===== src/design/critically_damped_smoothing_2d_macros.svh =====
// ----------------------------------------------------------------------------
// critically_damped_smoothing_2d_macros.svh
// Assertion helpers for the smoothing block.
// ----------------------------------------------------------------------------
`ifndef CRITICALLY_DAMPED_SMOOTHING_2D_MACROS_SVH
`define CRITICALLY_DAMPED_SMOOTHING_2D_MACROS_SVH

// same-cycle implication, clocked on clk_i, off during reset
`define CDS_ASSERT_NOW(lbl, ante, cons, msg) \
  lbl: assert property (@(posedge clk_i) disable iff (!rst_ni) (ante) |-> (cons)) \
    else $error(msg);

// next-cycle implication
`define CDS_ASSERT_NEXT(lbl, ante, cons, msg) \
  lbl: assert property (@(posedge clk_i) disable iff (!rst_ni) (ante) |=> (cons)) \
    else $error(msg);

`endif


===== src/design/cds2d_pkg.sv =====
// ----------------------------------------------------------------------------
// cds2d_pkg
// Types and constants shared by the 2D smoothing block.
// ----------------------------------------------------------------------------
package cds2d_pkg;

  localparam int unsigned UqW     = 31;
  localparam int unsigned DtW     = 17;
  localparam int unsigned CfgIdxW = 1;
  localparam int unsigned CntW    = 7;

  // register indexes
  localparam logic [CfgIdxW-1:0] REG_SMOOTH_TIME = 1'd0;
  localparam logic [CfgIdxW-1:0] REG_MAX_SPEED   = 1'd1;

  localparam logic [UqW-1:0] SMOOTH_RESET = 31'd65536;
  localparam logic [UqW-1:0] SPEED_RESET  = 31'h7FFF_FFFF;
  localparam logic [UqW-1:0] MIN_SMOOTH   = 31'd7;
  localparam logic [UqW-1:0] UQ_MAX       = 31'h7FFF_FFFF;

  // polynomial coefficients 0.48 and 0.235 in Q16.16, and 1.0
  localparam logic [15:0] C_048  = 16'd31457;
  localparam logic [15:0] C_0235 = 16'd15401;
  localparam logic [16:0] ONE_Q  = 17'd65536;

  // iteration counts of the divide / root unit
  localparam logic [CntW-1:0] CNT_OMEGA = 7'd34;
  localparam logic [CntW-1:0] CNT_E     = 7'd33;
  localparam logic [CntW-1:0] CNT_SCALE = 7'd62;
  localparam logic [CntW-1:0] CNT_SQRT  = 7'd32;

  // one item after classification
  typedef struct packed {
    logic signed [31:0] cur_x;
    logic signed [31:0] cur_y;
    logic signed [31:0] tgt_x;
    logic signed [31:0] tgt_y;
    logic [DtW-1:0]     dt;
    logic signed [31:0] off_x;
    logic signed [31:0] off_y;
  } cds2d_item_t;

  // request to the divide / root unit
  typedef struct packed {
    logic            start;
    logic            is_sqrt;
    logic [63:0]     num;
    logic [31:0]     den;
    logic [CntW-1:0] cnt;
  } cds2d_iter_req_t;

  typedef enum logic [4:0] {
    ST_IDLE, ST_OMEGA, ST_X, ST_X2, ST_X3, ST_T1, ST_T2, ST_E, ST_LIM,
    ST_SQX, ST_SQY, ST_LEN, ST_SCX, ST_DVX, ST_SCY, ST_DVY, ST_WX, ST_WY,
    ST_TMX, ST_TMY, ST_RX, ST_RY, ST_UX, ST_UY, ST_VX, ST_VY, ST_PX, ST_PY,
    ST_DONE
  } cds2d_state_e;

endpackage


===== src/design/cds2d_front.sv =====
// ----------------------------------------------------------------------------
// cds2d_front
// Accepts items, forms the saturated target offsets, queues them.
// ----------------------------------------------------------------------------
module cds2d_front #(
  parameter int unsigned Depth = 2
) (
  input  logic                     clk_i,
  input  logic                     rst_ni,
  input  logic                     in_valid_i,
  output logic                     in_stall_o,
  input  logic signed [31:0]       current_x_i,
  input  logic signed [31:0]       current_y_i,
  input  logic signed [31:0]       target_x_i,
  input  logic signed [31:0]       target_y_i,
  input  logic [16:0]              step_time_i,
  output logic                     item_valid_o,
  output cds2d_pkg::cds2d_item_t   item_o,
  input  logic                     item_pop_i
);
  import cds2d_pkg::*;

  localparam int unsigned PtrW = (Depth > 1) ? $clog2(Depth) : 1;
  localparam int unsigned NumW = $clog2(Depth + 1);

  cds2d_item_t       mem_q [Depth];
  cds2d_item_t       item_in;
  logic [PtrW-1:0]   wr_ptr_q, rd_ptr_q;
  logic [NumW-1:0]   num_q;
  logic              push;

  function automatic logic signed [31:0] sat_diff(input logic signed [31:0] a,
                                                  input logic signed [31:0] b);
    logic signed [32:0] d;
    d = {a[31], a} - {b[31], b};
    if (d[32] != d[31]) return d[32] ? 32'sh8000_0000 : 32'sh7FFF_FFFF;
    return d[31:0];
  endfunction

  // classify: offset to target
  always_comb begin
    item_in.cur_x = current_x_i;
    item_in.cur_y = current_y_i;
    item_in.tgt_x = target_x_i;
    item_in.tgt_y = target_y_i;
    item_in.dt    = step_time_i;
    item_in.off_x = sat_diff(target_x_i, current_x_i);
    item_in.off_y = sat_diff(target_y_i, current_y_i);
  end

  assign in_stall_o   = (num_q == NumW'(Depth));
  assign push         = in_valid_i && !in_stall_o;
  assign item_valid_o = (num_q != '0);
  assign item_o       = mem_q[rd_ptr_q];

  // queue storage
  always_ff @(posedge clk_i) begin
    if (push) mem_q[wr_ptr_q] <= item_in;
  end

  // queue pointers
  always_ff @(posedge clk_i or negedge rst_ni) begin
    if (!rst_ni) begin
      wr_ptr_q <= '0;
      rd_ptr_q <= '0;
      num_q    <= '0;
    end else begin
      if (push) wr_ptr_q <= (wr_ptr_q == PtrW'(Depth - 1)) ? '0 : wr_ptr_q + 1'b1;
      if (item_pop_i) rd_ptr_q <= (rd_ptr_q == PtrW'(Depth - 1)) ? '0 : rd_ptr_q + 1'b1;
      if (push && !item_pop_i) num_q <= num_q + 1'b1;
      else if (!push && item_pop_i) num_q <= num_q - 1'b1;
    end
  end

endmodule


===== config.mk =====
export PLATFORM = sky130hd
export DESIGN_NAME = cds2d_front
export DESIGN_NICKNAME = d
export VERILOG_FILES = /design/src/design/critically_damped_smoothing_2d_macros.svh /design/src/design/cds2d_pkg.sv /design/src/design/cds2d_front.sv
export SDC_FILE = /design/constraint.sdc
export NUM_CORES = 1
export LEC_CHECK = 0
export ABC_AREA = 1
export BUFFER_PORTS_ARGS = -buffer_cell sky130_fd_sc_hd__buf_2
export CORE_UTILIZATION = 45
export CTS_BUF_LIST = sky130_fd_sc_hd__clkbuf_4
export DETAILED_ROUTE_END_ITERATION = 6
export PLACE_DENSITY_LB_ADDON = 0.25
export SKIP_LAST_GASP = 1
export SLEW_MARGIN = 5
export SYNTH_ARGS = -nofsm -noshare
export SYNTH_HDL_FRONTEND = slang
export SYNTH_SLANG_ARGS = --single-unit

===== constraint.sdc =====
create_clock -name clk_i -period 15.4 [get_ports clk_i]
set_input_delay 3.08 -clock clk_i [delete_from_list [all_inputs] [get_ports clk_i]]
set_output_delay 3.08 -clock clk_i [all_outputs]
set_load 0.03 [all_outputs]

After elaboration in Yosys (flattened, before gate mapping)
Memories as Yosys holds them, arrays and structs flattened.
Index checks and enable logic that the tools add are counted.
{ "word_totals": {"word_cells": 35, "ff_bits": 4, "out_inout_bits": 211, "ram_bits": 418, "mem_count": 1, "in_bits": 149} }
{ "mem_list": {"columns": ["memory", "words", "word_bits", "rd", "rd_ports_with_merged_regs", "write_ports", "line", "text"], "rows": [
  ["mem_q", 2, 209, 1, 0, 1, "cds2d_front.sv:26", "cds2d_item_t mem_q [Depth];"]
]} }
{ "op_classes": {"addsub": 6, "n_mux": 14, "eq_ne": 3, "n_reduce_logical": 8} }
{ "op_table": {"columns": ["operator", "count"], "rows": [
  ["32-bit 2-to-1 mux", 6],
  ["32-bit by 32-bit subtractor with 33-bit output", 2],
  ["1-bit 2-to-1 mux", 6],
  ["2-bit 2-to-1 mux", 2],
  ["2-bit nonzero test", 2],
  ["1-bit logical AND", 3],
  ["1-bit zero test", 3],
  ["1-bit adder (second input constant)", 2],
  ["2-bit by 1-bit adder with 2-bit output (second input constant)", 1],
  ["2-bit == test (second input constant)", 1],
  ["1-bit inequality test", 2],
  ["2-bit by 1-bit subtractor with 2-bit output (second input constant)", 1]
]} }

Longest topological paths before layout
{ "depth": {"depth_word": 7, "mapped_depth": 18, "mapped_depth_nobuf": 17} }

Least setup slack after synthesis
No wires, ideal clock.
{ "synth_path": {"kind": "input port to flip-flop", "startpoint": "input port in_valid_i", "endpoint": "memory mem_q[1][0] (netlist bit) (enable)", "required_time_ps": 14616, "setup_time_ps": 784, "path_buffers": 0, "t_arrival_ps": 11905, "cell_stages": 2, "setup_slack_ps": 2712, "path_cell_list": "o21ai_0 nor2_1"} }
{ "synth_via": {"elab_chain_cells": 3} }
{ "synth_rtl": {"columns": ["item", "line", "text"], "rows": [
  ["start: declaration", "cds2d_front.sv:10", "input logic in_valid_i,"],
  ["1-bit logical AND", "cds2d_front.sv:52", "assign push = in_valid_i && !in_stall_o;"],
  ["1-bit 2-to-1 mux", "cds2d_front.sv:58", "if (push) mem_q[wr_ptr_q] <= item_in;"],
  ["1-bit 2-to-1 mux (implied by the code)", "cds2d_front.sv:58", null],
  ["end: declaration", "cds2d_front.sv:26", null]
]} }
No other way between the ends.

==> results.ini <==
[timing]
setup_tns_ps = 0
hold_violations = 0
grt_setup_unrepaired = no
final-setup-viol-count = 0
min_period_ps = 6890
fin_ws_ps = 8510
post-route-period-util_pct = 44.8
hold_slack_ps = 539
tightest_slew_ps = 1180
skew_ps = 42.0
slew_violations = 0
max_freq_mhz = 145
relSlewSlack_pct = 21.2

[synth]
synth_area_leaders = edfxtp_1 62%, mux2_2 12%, nand2_1 8.1%
synthDistinctLibCells = 30
syn_inst = 1702
ys_ff_latch = 422
async_flop_share_pct = 0.948
syn_nets = 1918
netlist.area_leader.share_pct = 61.8
yosys.area.top_type = edfxtp_1
synth_ff_type = edfxtp_1
syn_area_sq_mm = 0.0203
synth.avg_cell_area_sq_um = 11.9
synthTopCellsByCount = 436 x nand2_1, 418 x edfxtp_1, 209 x mux2_2
yosysMostFrequentCell = nand2_1
synth_edf_count = 418
yosysWarnings = 0
seq_area_frac_synth_pct = 62.3

[placement]
dp_hpwl_um = 34800
placedCellCount = 2627
pre_cts_ws_ps = 9340
io_buffers = 359
place_congestion = 0.913

[clock_tree]
cts_buffer_depth = 3
post_cts_buffers = 0
clkSlewWorstSetupHoldPaths_ps = 60
cts_tree = yes
clk_latency_ps = 870
h-tree-depth = 3
clkSinkCount = 422
cts-buffers-inserted = 106
root_buffer = clkbuf_4
ctsResizeCount = 0
hold_buffers = 0

[die]
core-area_sq_mm = 0.0443
rows = 77
die_w_um = 214
io_pins = 360
start_util_pct = 45.8
dieArea_sq_mm = 0.0460
die_h_um = 214

[final_layout]
multi_input_area_sq_mm = 0.00674
drive_gt1_share_pct = 34.8
synthToLayoutAreaGrowth_pct = 18.6
fin_cells = 2812
n_fill_cell = 3948
nNetsFinal = 2359
seq_area_sq_mm = 0.0127

[hold_path]
worstHoldPathType = register to register
hold_path_startpoint = num_q[0]

[critical_path]
path_buf_inv = 3
crit_path_start = rd_ptr_q
path_max_fanout = 57
crit_top_cell = buf_4
cp-end-kind = output port
crit_path_start_kind = register
timing.rr.start = rd_ptr_q
cpLargestDelayFamily = buffers and inverters
critical_path_class = register to output port
required_ps = 12320
critPathMaxStageDelay_ps = 860
worstPathArrival_ps = 3810
cp_cell_sequence = buf_4 -> buf_4 -> mux2_2 -> buf_2
crit_path_top_delay_cell = dfrtp_4

[routing]
num_vias = 13900
detail_route.vias_per_cell = 4.96
drtAntennaViolNets = 0
dr.pass1.iters = 5
routed_wl_um = 48600
route.detailed.drc = 0
wire_per_inst_um = 17.3
first_iter_violations = 836

[status]
outcome = complete, no violations

[power]
p_leak_nw = 10.5
peakVddDrop_uv = 169
powerDensity_mw_per_mm2 = 180
finalPower_mw = 4.32

[global_route]
grt_max_degree = 158
grt_use_total_pct = 21.1
use_met2_pct = 32.7
overflow = 0
grt_antenna_before_repair = 4
met3_usage_pct = 6.54
use_met1_pct = 28.2
grt_pass1_wl_um = 75300
grt_pass1_vias = 14000
top_usage_layer = met2

[job]
maxCapViolCount = 0

worst register-to-register path, delay by kind of cell, from the launching register on:
| family | cells | cell delay (ps) |
|---|---|---|
| flip-flops | 1 | 860 |
| buffers and inverters | 2 | 1450 |
| XOR/XNOR | 1 | 130 |
registers in the layout, summed over array words and instances (netlist names):
signal / count
mem_q: 418
num_q: 2
rd_ptr_q: 1
wr_ptr_q: 1
stage by stage:
step	instance area [sq um]	utilization, %
global placement	22700	51.3
finish	24100	54.3
global route	24100	54.3
floorplan	20300	-
detailed placement	22700	51.3
CTS	24100	54.3
final cells by class:
type,count,area share [%]
sequential,422,52.6
multi-input combinational,1054,28.0
timing repair buffer,366,7.78
clock buffer,154,4.80
tap,592,3.08
inverter,193,3.01
clock inverter,26,0.748
antenna,5,0.0520
cells by family (layout without fill, tap and decap cells):
| kind of cell | after synthesis | count (layout) | synth area share (%) |
|---|---|---|---|
| simple gates | 614 | 614 | 12.2 |
| compound gates | 124 | 124 | 3.35 |
| fa+ha+maj | 67 | 67 | 4.20 |
| buf+inv | 226 | 739 | 4.55 |
| flops | 422 | 422 | 62.3 |
| other cells | 0 | 5 | 0 |
| mux | 209 | 209 | 11.6 |
| xor+xnor | 40 | 40 | 1.73 |
final timing paths:
kind	end	depth (start not counted)	slack, ps
setup / recovery	item_o[28]	4	8510
hold / removal	num_q[0]	1	540
setup reg to reg	rd_ptr_q	3	12810
hold reg to reg	num_q[0]	1	540
max in group asynchronous	rd_ptr_q	1	13230
min in group asynchronous	rd_ptr_q	1	2040
report_power, final:
part           internal [mW]  switching (mW)  total, mW
Sequential              1.61          0.0822       1.69
Combinational          0.543            1.15       1.69
Clock                  0.504           0.435      0.939
routing by layer:
layer  vias to the layer above  wire length (um)
met5                         -                29
met4                         4               963
met3                        78              3640
met2                       454             22200
met1                      6615             21800
li1                       6792                 -
cell usage in the layout (no fill, tap or decap), drive strengths merged:
cell,instances
nand2,456
edfxtp,418
buf,366
mux2,209
inv,197
clkbuf,154
nor2,104
a21oi,71
ha,65
o21ai,32
nand3,30
xor2,28
clkinv,19
o21bai,16
nand3b,13
xnor2,12
nor3,7
diode,5
dfrtp,4
bufinv,3
or2,2
a21o,2
o211ai,2
fa,2
nor4,1
o21a,1
nand4,1
(Power assumes the default switching activity.)
