--- config.mk ---
export PLATFORM = sky130hd
export DESIGN_NAME = cds2d_iter
export DESIGN_NICKNAME = d
export VERILOG_FILES = /design/src/design/critically_damped_smoothing_2d_macros.svh /design/src/design/cds2d_pkg.sv /design/src/design/cds2d_iter.sv
export SDC_FILE = /design/constraint.sdc
export NUM_CORES = 1
export LEC_CHECK = 0
export BUFFER_PORTS_ARGS = -buffer_cell sky130_fd_sc_hd__buf_2
export CORE_MARGIN = 2
export CORE_UTILIZATION = 53
export DETAILED_ROUTE_END_ITERATION = 10
export PLACE_DENSITY = 0.78
export RECOVER_POWER = 50
export SLEW_MARGIN = 20
export SYNTH_ARGS = -nofsm -noshare
export SYNTH_HDL_FRONTEND = slang
export SYNTH_SLANG_ARGS = --single-unit
--- constraint.sdc ---
create_clock -name clk_i -period 3 [get_ports clk_i]
set_input_delay 0.15 -clock clk_i [delete_from_list [all_inputs] [get_ports clk_i]]
set_output_delay 0.15 -clock clk_i [all_outputs]
set_load 0.01 [all_outputs]
--- src/design/critically_damped_smoothing_2d_macros.svh ---
// ----------------------------------------------------------------------------
// critically_damped_smoothing_2d_macros.svh
// Assertion helpers for the smoothing block.
// ----------------------------------------------------------------------------
`ifndef CRITICALLY_DAMPED_SMOOTHING_2D_MACROS_SVH
`define CRITICALLY_DAMPED_SMOOTHING_2D_MACROS_SVH

// same-cycle implication, clocked on clk_i, off during reset
`define CDS_ASSERT_NOW(lbl, ante, cons, msg) \
  lbl: assert property (@(posedge clk_i) disable iff (!rst_ni) (ante) |-> (cons)) \
    else $error(msg);

// next-cycle implication
`define CDS_ASSERT_NEXT(lbl, ante, cons, msg) \
  lbl: assert property (@(posedge clk_i) disable iff (!rst_ni) (ante) |=> (cons)) \
    else $error(msg);

`endif

--- src/design/cds2d_pkg.sv ---
// ----------------------------------------------------------------------------
// cds2d_pkg
// Types and constants shared by the 2D smoothing block.
// ----------------------------------------------------------------------------
package cds2d_pkg;

  localparam int unsigned UqW     = 31;
  localparam int unsigned DtW     = 17;
  localparam int unsigned CfgIdxW = 1;
  localparam int unsigned CntW    = 7;

  // register indexes
  localparam logic [CfgIdxW-1:0] REG_SMOOTH_TIME = 1'd0;
  localparam logic [CfgIdxW-1:0] REG_MAX_SPEED   = 1'd1;

  localparam logic [UqW-1:0] SMOOTH_RESET = 31'd65536;
  localparam logic [UqW-1:0] SPEED_RESET  = 31'h7FFF_FFFF;
  localparam logic [UqW-1:0] MIN_SMOOTH   = 31'd7;
  localparam logic [UqW-1:0] UQ_MAX       = 31'h7FFF_FFFF;

  // polynomial coefficients 0.48 and 0.235 in Q16.16, and 1.0
  localparam logic [15:0] C_048  = 16'd31457;
  localparam logic [15:0] C_0235 = 16'd15401;
  localparam logic [16:0] ONE_Q  = 17'd65536;

  // iteration counts of the divide / root unit
  localparam logic [CntW-1:0] CNT_OMEGA = 7'd34;
  localparam logic [CntW-1:0] CNT_E     = 7'd33;
  localparam logic [CntW-1:0] CNT_SCALE = 7'd62;
  localparam logic [CntW-1:0] CNT_SQRT  = 7'd32;

  // one item after classification
  typedef struct packed {
    logic signed [31:0] cur_x;
    logic signed [31:0] cur_y;
    logic signed [31:0] tgt_x;
    logic signed [31:0] tgt_y;
    logic [DtW-1:0]     dt;
    logic signed [31:0] off_x;
    logic signed [31:0] off_y;
  } cds2d_item_t;

  // request to the divide / root unit
  typedef struct packed {
    logic            start;
    logic            is_sqrt;
    logic [63:0]     num;
    logic [31:0]     den;
    logic [CntW-1:0] cnt;
  } cds2d_iter_req_t;

  typedef enum logic [4:0] {
    ST_IDLE, ST_OMEGA, ST_X, ST_X2, ST_X3, ST_T1, ST_T2, ST_E, ST_LIM,
    ST_SQX, ST_SQY, ST_LEN, ST_SCX, ST_DVX, ST_SCY, ST_DVY, ST_WX, ST_WY,
    ST_TMX, ST_TMY, ST_RX, ST_RY, ST_UX, ST_UY, ST_VX, ST_VY, ST_PX, ST_PY,
    ST_DONE
  } cds2d_state_e;

endpackage

--- src/design/cds2d_iter.sv ---
// ----------------------------------------------------------------------------
// cds2d_iter
// Shared radix-2 divider and digit-by-digit square root, one bit per cycle.
// ----------------------------------------------------------------------------
module cds2d_iter (
  input  logic                        clk_i,
  input  logic                        rst_ni,
  input  cds2d_pkg::cds2d_iter_req_t  req_i,
  output logic                        busy_o,
  output logic [63:0]                 res_o
);
  import cds2d_pkg::*;

  logic [CntW-1:0] cnt_q, cnt_d;
  logic            sqrt_q;
  logic [31:0]     den_q;
  logic [63:0]     sh_q, sh_d;
  logic [33:0]     rem_q, rem_d;
  logic [31:0]     root_q, root_d;
  logic [32:0]     dv_r;
  logic [35:0]     sq_r, sq_t;

  // one step; dividend is top-aligned and quotient bits shift in at the bottom
  always_comb begin
    dv_r   = {rem_q[31:0], sh_q[63]};
    sq_r   = {rem_q, sh_q[63:62]};
    sq_t   = {2'b00, root_q, 2'b01};
    sh_d   = sh_q;
    rem_d  = rem_q;
    root_d = root_q;
    cnt_d  = cnt_q;
    if (req_i.start) begin
      sh_d   = req_i.num;
      rem_d  = '0;
      root_d = '0;
      cnt_d  = req_i.cnt;
    end else if (cnt_q != '0) begin
      cnt_d = cnt_q - 1'b1;
      if (sqrt_q) begin
        sh_d = {sh_q[61:0], 2'b00};
        if (sq_r >= sq_t) begin
          rem_d  = 34'(sq_r - sq_t);
          root_d = {root_q[30:0], 1'b1};
        end else begin
          rem_d  = sq_r[33:0];
          root_d = {root_q[30:0], 1'b0};
        end
      end else begin
        if (dv_r >= {1'b0, den_q}) begin
          rem_d = {2'b00, 32'(dv_r - {1'b0, den_q})};
          sh_d  = {sh_q[62:0], 1'b1};
        end else begin
          rem_d = {2'b00, dv_r[31:0]};
          sh_d  = {sh_q[62:0], 1'b0};
        end
      end
    end
  end

  assign busy_o = (cnt_q != '0);
  assign res_o  = sqrt_q ? {32'd0, root_q} : sh_q;

  always_ff @(posedge clk_i) begin
    sh_q   <= sh_d;
    rem_q  <= rem_d;
    root_q <= root_d;
    if (req_i.start) begin
      sqrt_q <= req_i.is_sqrt;
      den_q  <= req_i.den;
    end
  end

  always_ff @(posedge clk_i or negedge rst_ni) begin
    if (!rst_ni) cnt_q <= '0;
    else cnt_q <= cnt_d;
  end

endmodule

## Word-level counts from Yosys, hierarchy flattened

Index checks and enable logic that the tools add are counted.

- Order comparisons: 2
- Reductions and logical operators: 3
- Multiplexer cells: 11
- Add/sub/neg operators: 3

Operator list:

| cell | count |
|---|---|
| 64-bit 2-to-1 mux | 4 |
| 34-bit 2-to-1 mux | 2 |
| 36-bit by 34-bit greater-or-equal comparator with 1-bit output | 1 |
| 34-bit subtractor | 1 |
| 33-bit by 32-bit greater-or-equal comparator with 1-bit output | 1 |
| 32-bit 2-to-1 mux | 1 |
| 32-bit subtractor | 1 |
| 7-bit 2-to-1 mux | 2 |
| 7-bit nonzero test | 1 |
| 7-bit by 1-bit subtractor with 7-bit output (second input constant) | 1 |
| 1-bit 2-to-1 mux | 2 |
| 2-bit AND reduction | 1 |
| 2-bit nonzero test | 1 |

- Output and inout bits: 65
- Bits in registers: 170
- Logic and storage cells: 25

## Logic depth before layout (Yosys ltp)

- Depth in word-level cells: 5
- Mapped depth: 14
- Depth with buffers taken out: 13

## Least setup slack after synthesis

OpenSTA, ideal clock, no wires.

- Path type: flip-flop to flip-flop
- Start point: reg cnt_q[0]
- End point: reg sh_q[0] (enable)
- Setup time: 0.540 ns
- Buffers on the path: 0
- Arrival: 2.574 ns
- Period minus slack after synthesis: 3.114 ns
- Slack: -0.114 ns
- Required time: 2.460 ns
- Stages on the path, launching flop included: 9
- Path through: dfrtp_1 > inv_1 > ha_1 > nand2_1 > or3_1 > nor2_1 > inv_2 > nor2_1 > inv_1

- Word-level cells in the longest chain between the ends: 2

RTL lines:

| what | line | source |
|---|---|---|
| start: declaration | cds2d_iter.sv:14 | `logic [CntW-1:0] cnt_q, cnt_d;` |
| start signal: assignment | cds2d_iter.sv:75 | `else cnt_q <= cnt_d;` |
| 7-bit nonzero test | cds2d_iter.sv:37 | `end else if (cnt_q != '0) begin` |
| 2-bit nonzero test (no line) | n/a |  |
| end signal: assignment | cds2d_iter.sv:64 | `sh_q <= sh_d;` |
| end: declaration | cds2d_iter.sv:17 | `logic [63:0] sh_q, sh_d;` |

No other way between the ends.
A chain may end at the register's enable or synchronous reset.

## Worst setup path after layout

- Start point: reg sh_q[63]
- End point: reg rem_q[30]

- Word-level cells in the longest chain between the ends: 3
- Elaborated cells on any way between the ends: 7
- Those cells by class: 2 x add/sub; 2 x order compare; 3 x mux

RTL lines:

| what | line | source |
|---|---|---|
| 34-bit subtractor (tied with other cells) | cds2d_iter.sv:42 | `rem_d = 34'(sq_r - sq_t);` |
| 34-bit 2-to-1 mux or 32-bit 2-to-1 mux (tied branches) | cds2d_iter.sv:41, cds2d_iter.sv:49 |  |
| 34-bit 2-to-1 mux * | cds2d_iter.sv:39 | `if (sqrt_q) begin` |
| end signal: assignment | cds2d_iter.sv:65 | `rem_q <= rem_d;` |
| end: declaration | cds2d_iter.sv:18 | `logic [33:0] rem_q, rem_d;` |

Every way passes the cells marked *; elsewhere a longest branch is shown, timed or not.

==> metrics.yaml <==
outcome:
  status: "complete, no violations"
sta:
  fin_crit_ns: 2.99
  setup_viol: 0
  slew_headroom: 0.543
  finalHoldViolCount: 0
  fin_crit_sh: 0.996
  final_max_slew_viol_count: 0
  fmax_mhz: 335
  rsz0062_at_grt: "yes"
  worstMarginPinSlew_ns: 0.683
  finalSetupTns_ns: 0
  skew_ns: 0.0141
  whs_ns: 0.00197
clocking:
  cts_tree: "yes"
  cts-buffers-inserted: 17
  cts_max_level: 4
  clk_pin_slew_ns: 0.08
  clk_path_buf_depth: 2
  clkSinkCount: 170
  root_buffer: "clkbuf_16"
  clk_latency_ns: 0.44
power_and_ir_drop:
  pwr-share-comb: 0.637
  vdd_drop_max_mv: 0.523
  p_leak_nw: 6.91
  internal_power_mw: 8.74
  seq_power_share: 0.210
  power.density_mw_per_mm2: 948
  net-switching-power_mw: 6.55
  p_sw_frac: 0.428
  clkPwrFrac: 0.153
critical_path:
  start_kind: "flip-flop"
  crit_arrival_ns: 3.37
  critPathKind: "reg2reg"
  crit_fanout: 2
  cp.required_ns: 3.38
  cp-end-kind: "flip-flop"
drt:
  wl_mm: 35.5
  drc_errors: 0
  routedWlPerCell_um: 17.0
  final_antenna_net_count: 0
  vias: 12004
  dr.pass1.iters: 5
  via_per_inst: 5.75
  drt_iter0_markers: 1028
grt:
  grt_pass1_vias: 11389
  grt_max_degree: 158
  antenna_found_initial: 0
  grt_overflow: 0
  grt_first_pass_wirelength_mm: 55.0
  grtUsageTotal: 0.283
synthesis:
  ys.flop_type: "edfxtp_1"
  synth_top_cell_area_share: 0.242
  syn_inst: 1433
  async_reset_ff_frac: 0.0412
  yosys_warnings: 0
  yosys.area.top_type: "edfxtp_1"
  synth-edff-count: 97
  syn_area_mm2: 0.0120
  synth.distinct_cells: 75
  synth-seq-cells: 170
  ys_top_cells_by_count: "nand2_1 (228), a21oi_1 (166), o21ai_0 (123), edfxtp_1 (97), inv_1 (85)"
  synth-seq-area-share: 0.366
  syn_nets: 1608
  yosys-top-cells-area: "edfxtp_1 (24%), dfxtp_1 (11%), nand2_1 (7.1%), ha_1 (7.0%), a21oi_1 (6.9%)"
  postSynthAreaPerCell_um2: 8.40
  synth.most_common_cell: "nand2_1"
job:
  max_cap_violations: 0
final_layout:
  nNetsFinal: 1963
  drive_gt1_frac: 0.274
  diodes: 0
  postLayoutCoreUtil: 0.719
  syn_to_final_growth_pct: 33.9
  multi_input_area_mm2: 0.00731
  ff_latch_area_mm2: 0.00442
  fillers: 1682
die:
  pin_count: 172
  core_area_mm2: 0.0224
  rows: 55
  die_w_um: 155
  die_h_um: 155
  die_area_mm2: 0.0239
  start_util: 0.537
place:
  port_buffers: 171
  gp_congestion: 1.01
  place.detailed.hpwl_mm: 24.0
min_path:
  hp-class: "in2reg"
-- final cells by class --
type / count / area share
clock buffers: 17 / 0.0264
clock inverters: 15 / 0.0121
inverters: 86 / 0.0203
multi-input cells: 1089 / 0.453
flip-flops and latches: 170 / 0.274
well taps: 285 / 0.0221
repair buffers: 424 / 0.192
-- flip-flops by register name, indices dropped and copies added (netlist names) --
register  cells
cnt_q         7
den_q        32
rem_q        34
root_q       32
sh_q         64
sqrt_q        1
-- layout by cell type (no fill, tap or decap), types with 7 or more instances in the layout --
master	count
clkbuf_16	19
nand3_1	20
dlygate4sd3_1	83
dfrtp_1	7
o21ai_0	114
inv_1	80
mux2i_1	41
and3_1	11
nand4_1	16
ha_1	55
a21oi_2	8
or3_1	9
dfxtp_1	57
buf_2	169
buf_6	7
mux2_2	39
a21oi_1	159
dfxtp_2	9
ha_4	9
o21bai_1	9
o211ai_1	33
nor3_1	25
xor2_1	22
a31oi_1	13
nor2b_1	39
o21ai_1	11
buf_4	157
xnor2_1	34
nand2_1	226
a32o_1	7
edfxtp_1	97
o21a_1	10
nor2_1	49
a21o_1	15
-- path summary, 6_finish.rpt --
path                       startpoint          to  slack, ns  cells past startpoint
min in group asynchronous      rst_ni    cnt_q[5]       0.16                      2
hold / removal              req_i[74]    sh_q[35]      0.002                      3
hold reg to reg            root_q[31]  root_q[31]       0.47                      2
setup reg to reg             sh_q[63]   rem_q[30]       0.01                     14
setup / recovery             sh_q[63]   rem_q[30]       0.01                     14
max in group asynchronous      rst_ni    cnt_q[0]       2.55                      2
-- logic make-up after synthesis --
family,count (synthesis),share of synthesized area
AOI/OAI and AO/OA,448,0.226
and+or+nand+nor,435,0.165
buffers and inverters,174,0.0583
DFF,170,0.366
muxes,82,0.0724
adders and majority gates,68,0.0713
xor gates and xnor gates,56,0.0407
-- metal layers --
layer,track usage,wire length [µm],vias up
met2,0.511,18000,428
met1,0.344,14500,5603
met5,0,0,-
li1,-,-,5885
met4,0.0930,972,0
met3,0.0465,2050,88
-- power groups by stage --
stage | registers [mW] | clock network [mW] | logic, mW
finish | 3.21 | 2.34 | 9.74
global route | 3.24 | 2.45 | 10.6
CTS | 3.19 | 2.35 | 8.77
detailed placement | 3.22 | 0 | 8.43
global placement | 3.21 | 0 | 8.30
floorplan | 3.15 | 0 | 5.74
-- worst max-delay path, cell delays in order (launching register included) --
cell      delay, ns
edfxtp_1       0.40
inv_2          0.10
ha_4           0.12
inv_1          0.05
fa_2           0.41
a21oi_2        0.19
o211ai_1       0.16
a31oi_2        0.22
o31a_1         0.23
buf_4          0.14
o21ai_2        0.09
a311oi_2       0.26
xor2_1         0.11
o211ai_1       0.24
o311a_1        0.21
-- stage by stage --
stage	worst slack, ns	power [mW]	instances	area (µm²)
6_report	0.0118	15.3	2086	16100
4_1_cts	0.00275	14.3	2066	15700
3_5_place_dp	-0.220	11.7	1946	14100
2_1_floorplan	0.0281	8.89	1433	12000
3_3_place_gp	-0.183	11.5	1946	14100
5_1_grt	-0.156	16.3	2086	16100
-- repair_timing --
item / 4_1_cts / 5_1_grt
hold endpoints to repair: 89 / 0
setup endpoints to repair: 33 / 36
gates cloned: 0 / 2
buffers inserted: 5 / 18
gates resized for setup: 17 / 72
hold buffers: 83 / 0
pin swaps: 10 / 36
Power figures use the tool's default switching activity.
